[src/rtl/afr_pkg.sv]
// Package for the addressed frame receiver: types, constants and the
// CRC-16/ARC byte update. No dependencies.
package afr_pkg;

	localparam int BUF_DEPTH_DEF = 128;
	localparam int CNT_W         = 8;
	localparam int IDX_W         = 7;
	localparam int FIFO_DEPTH    = 2;

	localparam logic [7:0]  OWN_ADDR_RST = 8'h01;
	localparam logic [15:0] CRC_POLY     = 16'hA001;

	localparam int KIND_W = 2;
	localparam logic [KIND_W-1:0] KIND_CONSUME = 2'd0;
	localparam logic [KIND_W-1:0] KIND_DROP    = 2'd1;
	localparam logic [KIND_W-1:0] KIND_ADDR    = 2'd2;
	localparam logic [KIND_W-1:0] KIND_DATA    = 2'd3;

	typedef struct packed {
		logic [KIND_W-1:0] kind;
		logic [7:0]        ch;
		logic              addr_match;
	} cmd_t;

	// front to back: head of the command queue
	typedef struct packed {
		logic valid;
		cmd_t cmd;
	} cmd_link_t;

	typedef struct packed {
		logic             byte_valid;
		logic [IDX_W-1:0] byte_index;
		logic [7:0]       byte_out;
		logic             frame_end;
		logic             crc_ok;
		logic             broadcast;
		logic             pending;
	} res_t;

	function automatic logic [15:0] crc16_feed(input logic [15:0] crc, input logic [7:0] b);
		logic [15:0] c;
		c = crc ^ {8'h00, b};
		for (int i = 0; i < 8; i++) begin
			if (c[0]) begin
				c = (c >> 1) ^ CRC_POLY;
			end else begin
				c = c >> 1;
			end
		end
		return c;
	endfunction

endpackage

[src/rtl/afr_fifo.sv]
// Small generic queue with registered storage and occupancy count.
// No dependencies.
module afr_fifo #(
	parameter int WIDTH = 8,
	parameter int DEPTH = 2
) (
	input  logic             clk,
	input  logic             arst_n,
	input  logic             push,
	input  logic [WIDTH-1:0] wdata,
	output logic             full,
	input  logic             pop,
	output logic [WIDTH-1:0] rdata,
	output logic             empty
);

	localparam int PTR_W = (DEPTH > 1) ? $clog2(DEPTH) : 1;
	localparam int CNT_W = $clog2(DEPTH + 1);

	logic [WIDTH-1:0] mem_q [DEPTH];
	logic [PTR_W-1:0] wr_ptr_q, rd_ptr_q;
	logic [CNT_W-1:0] count_q;
	logic             do_push, do_pop;

	assign full    = (count_q == CNT_W'(DEPTH));
	assign empty   = (count_q == '0);
	assign do_push = push && !full;
	assign do_pop  = pop && !empty;
	assign rdata   = mem_q[rd_ptr_q];

	always_ff @(posedge clk) begin
		if (do_push) begin
			mem_q[wr_ptr_q] <= wdata;
		end
	end

	always_ff @(posedge clk or negedge arst_n) begin
		if (!arst_n) begin
			wr_ptr_q <= '0;
			rd_ptr_q <= '0;
			count_q  <= '0;
		end else begin
			if (do_push) begin
				wr_ptr_q <= (wr_ptr_q == PTR_W'(DEPTH - 1)) ? '0 : wr_ptr_q + 1'b1;
			end
			if (do_pop) begin
				rd_ptr_q <= (rd_ptr_q == PTR_W'(DEPTH - 1)) ? '0 : rd_ptr_q + 1'b1;
			end
			case ({do_push, do_pop})
				2'b10:   count_q <= count_q + 1'b1;
				2'b01:   count_q <= count_q - 1'b1;
				default: count_q <= count_q;
			endcase
		end
	end

endmodule

[src/rtl/afr_front.sv]
// Front part: holds the station address, classifies each input beat and
// queues it for the back part. Uses afr_pkg and afr_fifo.
module afr_front (
	input  logic                clk,
	input  logic                arst_n,
	input  logic                cfg_we,
	input  logic [7:0]          cfg_wdata,
	input  logic                push,
	output logic                full,
	input  logic                op,
	input  logic [7:0]          char_byte,
	input  logic                ninth_bit,
	input  logic                line_error,
	output afr_pkg::cmd_link_t  link,
	input  logic                link_pop
);

	logic [7:0]    own_addr_q;
	afr_pkg::cmd_t cmd_in, cmd_head;
	logic          q_empty;

	always_ff @(posedge clk or negedge arst_n) begin
		if (!arst_n) begin
			own_addr_q <= afr_pkg::OWN_ADDR_RST;
		end else if (cfg_we) begin
			own_addr_q <= cfg_wdata;
		end
	end

	always_comb begin
		cmd_in.ch         = char_byte;
		cmd_in.addr_match = (char_byte == own_addr_q) || (char_byte == 8'h00);
		if (op) begin
			cmd_in.kind = afr_pkg::KIND_CONSUME;
		end else if (line_error) begin
			cmd_in.kind = afr_pkg::KIND_DROP;
		end else if (ninth_bit) begin
			cmd_in.kind = afr_pkg::KIND_ADDR;
		end else begin
			cmd_in.kind = afr_pkg::KIND_DATA;
		end
	end

	afr_fifo #(
		.WIDTH($bits(afr_pkg::cmd_t)),
		.DEPTH(afr_pkg::FIFO_DEPTH)
	) u_cmd_q (
		.clk   (clk),
		.arst_n(arst_n),
		.push  (push),
		.wdata (cmd_in),
		.full  (full),
		.pop   (link_pop),
		.rdata (cmd_head),
		.empty (q_empty)
	);

	assign link.valid = !q_empty;
	assign link.cmd   = cmd_head;

endmodule

[src/rtl/afr_back.sv]
// Back part: frame state, CRC-16/ARC check and the result queue.
// Uses afr_pkg and afr_fifo.
module afr_back #(
	parameter int BUF_DEPTH = afr_pkg::BUF_DEPTH_DEF
) (
	input  logic               clk,
	input  logic               arst_n,
	input  afr_pkg::cmd_link_t link,
	output logic               link_pop,
	output afr_pkg::res_t      res_head,
	output logic               res_empty,
	input  logic               res_pop
);

	localparam int CW = afr_pkg::CNT_W;

	logic          in_frame_q, in_frame_n;
	logic          pending_q, pending_n;
	logic          bcast_q, bcast_n;
	logic [CW-1:0] cnt_q, cnt_n;
	logic [7:0]    len_q, len_n;
	logic [15:0]   crc_q, crc_n;
	logic [7:0]    crc_lo_q, crc_lo_n;
	logic          res_full, step;
	logic [CW:0]   pos_p1, len_p1, len_p3;
	afr_pkg::res_t res;
	afr_pkg::cmd_t cmd;

	assign cmd      = link.cmd;
	assign step     = link.valid && !res_full;
	assign link_pop = step;
	assign pos_p1   = {1'b0, cnt_q} + 1'b1;
	assign len_p1   = {1'b0, len_q} + 1'b1;
	assign len_p3   = {1'b0, len_q} + 2'd3;

	always_comb begin
		in_frame_n = in_frame_q;
		pending_n  = pending_q;
		bcast_n    = bcast_q;
		cnt_n      = cnt_q;
		len_n      = len_q;
		crc_n      = crc_q;
		crc_lo_n   = crc_lo_q;
		res        = '0;
		case (cmd.kind)
			afr_pkg::KIND_CONSUME: begin
				pending_n = 1'b0;
			end
			afr_pkg::KIND_ADDR: begin
				if (!pending_q && cmd.addr_match) begin
					bcast_n    = (cmd.ch == 8'h00);
					in_frame_n = 1'b1;
					cnt_n      = '0;
					crc_n      = afr_pkg::crc16_feed(16'h0000, cmd.ch);
				end
			end
			afr_pkg::KIND_DATA: begin
				if (in_frame_q && (cnt_q < CW'(BUF_DEPTH))) begin
					if (cnt_q == '0) begin
						len_n = cmd.ch;
						crc_n = afr_pkg::crc16_feed(crc_q, cmd.ch);
					end else if (cnt_q <= len_q) begin
						crc_n = afr_pkg::crc16_feed(crc_q, cmd.ch);
					end else if ({1'b0, cnt_q} == len_p1) begin
						crc_lo_n = cmd.ch;
					end
					res.byte_valid = 1'b1;
					res.byte_index = cnt_q[afr_pkg::IDX_W-1:0];
					res.byte_out   = cmd.ch;
					cnt_n          = pos_p1[CW-1:0];
					if (pos_p1 >= len_p3) begin
						res.frame_end = 1'b1;
						res.crc_ok    = ({cmd.ch, crc_lo_q} == crc_q);
						if ({cmd.ch, crc_lo_q} == crc_q) begin
							pending_n = 1'b1;
						end
						in_frame_n = 1'b0;
						crc_n      = '0;
					end
				end
			end
			default: begin
			end
		endcase
		res.broadcast = bcast_n;
		res.pending   = pending_n;
	end

	always_ff @(posedge clk or negedge arst_n) begin
		if (!arst_n) begin
			in_frame_q <= 1'b0;
			pending_q  <= 1'b0;
			bcast_q    <= 1'b1;
			cnt_q      <= '0;
			len_q      <= '0;
			crc_q      <= '0;
			crc_lo_q   <= '0;
		end else if (step) begin
			in_frame_q <= in_frame_n;
			pending_q  <= pending_n;
			bcast_q    <= bcast_n;
			cnt_q      <= cnt_n;
			len_q      <= len_n;
			crc_q      <= crc_n;
			crc_lo_q   <= crc_lo_n;
		end
	end

	afr_fifo #(
		.WIDTH($bits(afr_pkg::res_t)),
		.DEPTH(afr_pkg::FIFO_DEPTH)
	) u_res_q (
		.clk   (clk),
		.arst_n(arst_n),
		.push  (step),
		.wdata (res),
		.full  (res_full),
		.pop   (res_pop),
		.rdata (res_head),
		.empty (res_empty)
	);

endmodule

[src/rtl/addressed_frame_receiver_crc16_unit.sv]
// Nine-bit multidrop frame receiver with CRC-16/ARC check. Takes one beat
// per clock while full is low and returns exactly one result beat per input
// beat through empty/pop, in order. Accepted beats pass the command queue,
// then the result queue; the back part's combinational CRC update takes one
// beat per cycle unless the result queue is full. Two-entry queues between
// the front, the back and the result ports let each side stall independently.
// Top level; uses afr_pkg, afr_front, afr_back.
module addressed_frame_receiver_crc16_unit #(
	parameter int BUF_DEPTH = afr_pkg::BUF_DEPTH_DEF
) (
	input  logic                      clk,
	input  logic                      arst_n,
	input  logic                      cfg_we,
	input  logic [7:0]                cfg_wdata,
	input  logic                      push,
	output logic                      full,
	input  logic                      op,
	input  logic [7:0]                char_byte,
	input  logic                      ninth_bit,
	input  logic                      line_error,
	output logic                      empty,
	input  logic                      pop,
	output logic                      byte_valid,
	output logic [afr_pkg::IDX_W-1:0] byte_index,
	output logic [7:0]                byte_out,
	output logic                      frame_end,
	output logic                      crc_ok,
	output logic                      broadcast,
	output logic                      pending
);

	afr_pkg::cmd_link_t link;
	logic               link_pop;
	afr_pkg::res_t      res_head;

	afr_front u_front (
		.clk       (clk),
		.arst_n    (arst_n),
		.cfg_we    (cfg_we),
		.cfg_wdata (cfg_wdata),
		.push      (push),
		.full      (full),
		.op        (op),
		.char_byte (char_byte),
		.ninth_bit (ninth_bit),
		.line_error(line_error),
		.link      (link),
		.link_pop  (link_pop)
	);

	afr_back #(
		.BUF_DEPTH(BUF_DEPTH)
	) u_back (
		.clk      (clk),
		.arst_n   (arst_n),
		.link     (link),
		.link_pop (link_pop),
		.res_head (res_head),
		.res_empty(empty),
		.res_pop  (pop)
	);

	assign byte_valid = res_head.byte_valid;
	assign byte_index = res_head.byte_index;
	assign byte_out   = res_head.byte_out;
	assign frame_end  = res_head.frame_end;
	assign crc_ok     = res_head.crc_ok;
	assign broadcast  = res_head.broadcast;
	assign pending    = res_head.pending;

	a_end_has_byte: assert property (@(posedge clk) disable iff (!arst_n)
		(!empty && frame_end) |-> byte_valid)
		else $error("frame end without a stored byte");

	a_ok_sets_pending: assert property (@(posedge clk) disable iff (!arst_n)
		(!empty && crc_ok) |-> (frame_end && pending))
		else $error("crc verdict without frame end or pending");

	a_idle_fields_zero: assert property (@(posedge clk) disable iff (!arst_n)
		(!empty && !byte_valid) |-> (byte_index == '0 && byte_out == 8'h00))
		else $error("byte fields set on a beat with no stored byte");

	a_back_steps_only_with_cmd: assert property (@(posedge clk) disable iff (!arst_n)
		link_pop |-> link.valid)
		else $error("back part consumed from an empty command queue");

endmodule
[config.mk]
export PLATFORM = sky130hd
export DESIGN_NAME = addressed_frame_receiver_crc16_unit
export DESIGN_NICKNAME = d
export VERILOG_FILES = /design/src/rtl/afr_pkg.sv /design/src/rtl/afr_fifo.sv /design/src/rtl/afr_front.sv /design/src/rtl/afr_back.sv /design/src/rtl/addressed_frame_receiver_crc16_unit.sv
export SDC_FILE = /design/constraint.sdc
export NUM_CORES = 1
export LEC_CHECK = 0
export BUFFER_PORTS_ARGS = -buffer_cell sky130_fd_sc_hd__buf_4
export CORE_ASPECT_RATIO = 2
export CORE_MARGIN = 8
export CORE_UTILIZATION = 65
export CTS_CLUSTER_SIZE = 24
export DETAILED_ROUTE_END_ITERATION = 8
export PLACE_DENSITY = 0.89
export REMOVE_ABC_BUFFERS = 1
export SLEW_MARGIN = 20
export SYNTH_ARGS = -nofsm -noshare
export SYNTH_HDL_FRONTEND = slang
export SYNTH_HIERARCHICAL = 1
export SYNTH_SLANG_ARGS = --single-unit
[constraint.sdc]
create_clock -name clk -period 7.3 [get_ports clk]
set_input_delay 1.095 -clock clk [delete_from_list [all_inputs] [get_ports clk]]
set_output_delay 1.095 -clock clk [all_outputs]
set_load 0.005 [all_outputs]
==> run_summary.xml <==
<?xml version="1.0" encoding="UTF-8"?>
<metrics>
  <group name="run_status">
    <metric name="outcome" unit="">finished clean</metric>
  </group>
  <group name="cts">
    <metric name="clk_pin_slew_worst_paths" unit="ns">0.06</metric>
    <metric name="cts_repair_resize_count" unit="">0</metric>
    <metric name="cts_tree" unit="">done</metric>
    <metric name="numCtsBuffers" unit="">17</metric>
    <metric name="h_tree_depth" unit="">4</metric>
    <metric name="clock-sinks" unit="">121</metric>
    <metric name="clock_latency" unit="ns">0.42</metric>
    <metric name="ctsHoldBuffers" unit="">0</metric>
    <metric name="clock-root-buffer" unit="">clkbuf_16</metric>
    <metric name="clock_tree.buffer_depth" unit="">2</metric>
    <metric name="cts_post_setup_buffers_inserted" unit="">0</metric>
  </group>
  <group name="sta">
    <metric name="fin_setup_tns" unit="ns">0</metric>
    <metric name="finClkSkew" unit="ns">0.008102</metric>
    <metric name="final-hold-violation-count" unit="">0</metric>
    <metric name="setup_violations" unit="">0</metric>
    <metric name="final_max_slew_viol_count" unit="">0</metric>
    <metric name="period_minus_ws_final" unit="ns">3.405</metric>
    <metric name="period_share" unit="%">46.65</metric>
    <metric name="whs" unit="ns">0.4695</metric>
    <metric name="grt_setup_unrepaired" unit="">false</metric>
    <metric name="measured_slew_at_the_worst_slew_check_pin" unit="ns">1.048</metric>
    <metric name="worst_slack_setup_final" unit="ns">3.895</metric>
    <metric name="fmax" unit="MHz">293.7</metric>
    <metric name="slew-limit-headroom" unit="%">30.12</metric>
  </group>
  <group name="yosys">
    <metric name="synth_largest_type_area_fraction" unit="%">28.42</metric>
    <metric name="synth.avg_cell_area" unit="sq um">11.83</metric>
    <metric name="synth.yosys.warnings" unit="">6</metric>
    <metric name="synthDistinctLibCells" unit="">61</metric>
    <metric name="synthCells" unit="">554</metric>
    <metric name="post-synth-top-count-cell" unit="">edfxtp_1</metric>
    <metric name="synthFlopType" unit="">edfxtp_1</metric>
    <metric name="sequential_share_of_the_synthesized_area" unit="%">50.99</metric>
    <metric name="synth_seq_cells" unit="">121</metric>
    <metric name="netlist_top_cells_area" unit="">edfxtp_1, dfrtp_1, xnor2_1, mux2_2, ha_1</metric>
    <metric name="synth-edff-count" unit="">62</metric>
    <metric name="post_synth_most_frequent_cells" unit="">edfxtp_1, dfrtp_1, xnor2_1</metric>
    <metric name="synth-async-reset-ratio" unit="%">48.76</metric>
    <metric name="syn-cell-area" unit="sq mm">0.006551</metric>
    <metric name="netlist.top_cell.by_area" unit="">edfxtp_1</metric>
  </group>
  <group name="worst_hold_path">
    <metric name="worstHoldPathType" unit="">register to register</metric>
  </group>
  <group name="floorplanning">
    <metric name="core" unit="sq mm">0.009955</metric>
    <metric name="std_cell_rows" unit="">52</metric>
    <metric name="die-width" unit="um">86.99</metric>
    <metric name="start_util" unit="%">65.81</metric>
    <metric name="floorplan.die_area" unit="sq mm">0.01374</metric>
    <metric name="io_pins" unit="">46</metric>
    <metric name="die-height" unit="um">158.0</metric>
  </group>
  <group name="layout">
    <metric name="antenna_cells" unit="">0</metric>
    <metric name="fillers" unit="">630</metric>
    <metric name="finish.instance_area" unit="sq mm">0.007500</metric>
    <metric name="layout-drive-gt1-share" unit="%">22.71</metric>
    <metric name="finish.net_count" unit="">652</metric>
    <metric name="area_growth" unit="%">14.48</metric>
  </group>
  <group name="placement">
    <metric name="finalWeightedCongestion" unit="">0.9461</metric>
    <metric name="placed_area" unit="sq mm">0.006965</metric>
    <metric name="place_hpwl" unit="um">10710</metric>
    <metric name="dp_slack" unit="ns">3.589</metric>
    <metric name="io_buffer_count" unit="">45</metric>
  </group>
  <group name="pwr">
    <metric name="post-layout-total-power" unit="mW">3.633</metric>
    <metric name="max_vdd_drop" unit="mV">0.3743</metric>
    <metric name="cellLeakagePower" unit="nW">3.172</metric>
    <metric name="power.density" unit="mW/mm^2">484.4</metric>
  </group>
  <group name="global_routing">
    <metric name="gr_overflow_total" unit="">0</metric>
    <metric name="grt_usage" unit="%">24.29</metric>
    <metric name="grt_first_pass_wirelength" unit="um">24740</metric>
    <metric name="antenna_found_initial" unit="">0</metric>
    <metric name="first_global_vias" unit="">4682</metric>
    <metric name="grt_max_degree" unit="">60</metric>
  </group>
  <group name="critical_path">
    <metric name="worst_ep_arrival_time" unit="ns">3.71</metric>
    <metric name="critPathLaunchType" unit="">register</metric>
    <metric name="critical-path-top-delay-family" unit="">simple AND/OR/NAND/NOR gates</metric>
    <metric name="cp_max_fo" unit="">18</metric>
    <metric name="slowest_stage" unit="">dfrtp_1</metric>
    <metric name="worstSetupEndpointType" unit="">register</metric>
    <metric name="most_frequent_cp_cell" unit="">mux2_2</metric>
    <metric name="critPathRequiredTime" unit="ns">7.60</metric>
    <metric name="largest_stage_delay_on_the_critical_path" unit="ns">0.63</metric>
    <metric name="buf_inv_stages_crit_path" unit="">0</metric>
    <metric name="worst-setup-path-type" unit="">register to register</metric>
    <metric name="critical_path.cell_chain" unit="">mux2_2 &gt; ha_1 &gt; nand2_4 &gt; nor4_1 &gt; nand4_1 &gt; nor4_4 &gt; mux2_2</metric>
  </group>
  <group name="drt">
    <metric name="wirelength_met1" unit="um">5777</metric>
    <metric name="drt_first_iter_violations" unit="">374</metric>
    <metric name="ant_nets" unit="">0</metric>
    <metric name="topRoutingLayerUsed" unit="">met4</metric>
    <metric name="drt-vias-per-instance" unit="">6.197</metric>
    <metric name="drc" unit="">0</metric>
    <metric name="drt-pass1-iter-count" unit="">6</metric>
    <metric name="wirelength" unit="um">15520</metric>
    <metric name="wl_per_cell" unit="um">20.77</metric>
    <metric name="route.vias.total" unit="">4629</metric>
    <metric name="met2WireLength" unit="um">8176</metric>
    <metric name="met3_wirelength" unit="um">975</metric>
  </group>
  <group name="job">
    <metric name="maxCapViolCount" unit="">0</metric>
  </group>
</metrics>
path summary, 6_finish.rpt:
kind,from,depth (start not counted),slack [ns],end
max reg2reg,u_front/u_cmd_q/rd_ptr_q$_DFFE_PN0P_,7,3.89,u_back/crc_lo_q[3]$_DFFE_PN0P_
max in group asynchronous,arst_n,1,6.03,u_back/crc_q[3]$_DFFE_PN0P_
min,u_back/bcast_q$_DFFE_PN1P_,2,0.47,u_back/bcast_q$_DFFE_PN1P_
max,u_front/u_cmd_q/rd_ptr_q$_DFFE_PN0P_,7,3.89,u_back/crc_lo_q[3]$_DFFE_PN0P_
min reg2reg,u_back/bcast_q$_DFFE_PN1P_,2,0.47,u_back/bcast_q$_DFFE_PN1P_
min in group asynchronous,arst_n,1,0.74,u_front/u_cmd_q/wr_ptr_q$_DFFE_PN0N_
kinds of logic (layout without fill, tap and decap cells):
group,Yosys count,after routing,synth area share (%)
mux,48,48,8.690
xor+xnor,84,84,11.69
flops,121,121,50.99
compound gates,90,90,9.454
buf+inv,54,112,3.590
simple gates,128,128,10.05
fa+ha+maj,29,29,5.539
registers in the layout (all words and copies together) (netlist names), 2 cells and up:
| signal | cells |
|---|---|
| u_back/crc_lo_q | 8 |
| u_back/u_res_q/count_q | 2 |
| u_back/u_res_q/mem_q | 40 |
| u_back/cnt_q | 8 |
| u_front/own_addr_q | 8 |
| u_back/len_q | 8 |
| u_front/u_cmd_q/count_q | 2 |
| u_front/u_cmd_q/mem_q | 22 |
| u_back/crc_q | 16 |
worst min-delay path, stage by stage (launching register included):
cell and delay [ns]:
dfstp_2 0.37, nand2_1 0.05, nand2_1 0.05
placed cells by master (no fill, tap or decap), types with 6 or more instances in the layout:
cell type  Yosys  final
nand2_1       30     30
inv_1         31     31
nand4_1        6      6
ha_1          29     29
nor4_1         8      8
nor2_1        35     35
nand3_1       12     12
buf_4          3     48
o21ai_0       23     23
xnor2_1       51     51
and3_1        12     12
nand2b_1       6      6
a21oi_1       16     16
xor2_1        30     30
dfrtp_1       57     57
clkbuf_16      0     17
a22o_1         6      6
edfxtp_1      62     62
mux2_4         8      8
mux2_2        39     39
per-stage QoR:
step | util, % | cells
floorplan | - | 532
global placement | 69.97 | 715
detailed placement | 69.97 | 715
CTS | 75.30 | 747
global route | 75.34 | 747
finish | 75.34 | 747
area by class of cell:
class | instances | area (sq um) | area share [%]
flip-flops and latches | 121 | 3341 | 44.54
multi-input cells | 379 | 2979 | 39.72
clock buffers | 18 | 429.2 | 5.722
repair buffers | 48 | 360.3 | 4.805
well taps | 135 | 168.9 | 2.252
inverters | 32 | 120.1 | 1.602
clock inverters | 14 | 101.3 | 1.351
per-layer routing:
metal	vias up	GRT usage, %
li1	2074	-
met1	2294	26.52
met2	207	41.78
met3	54	6.500
met4	0	12.49
met5	-	0
where the power goes:
part | internal (mW) | total [mW] | switching [mW]
clock | 0.433 | 0.745 | 0.312
sequential | 0.986 | 1.19 | 0.205
combinational | 0.779 | 1.70 | 0.917
total | 2.20 | 3.63 | 1.43
Note: power is estimated with default switching activity, not from simulation.
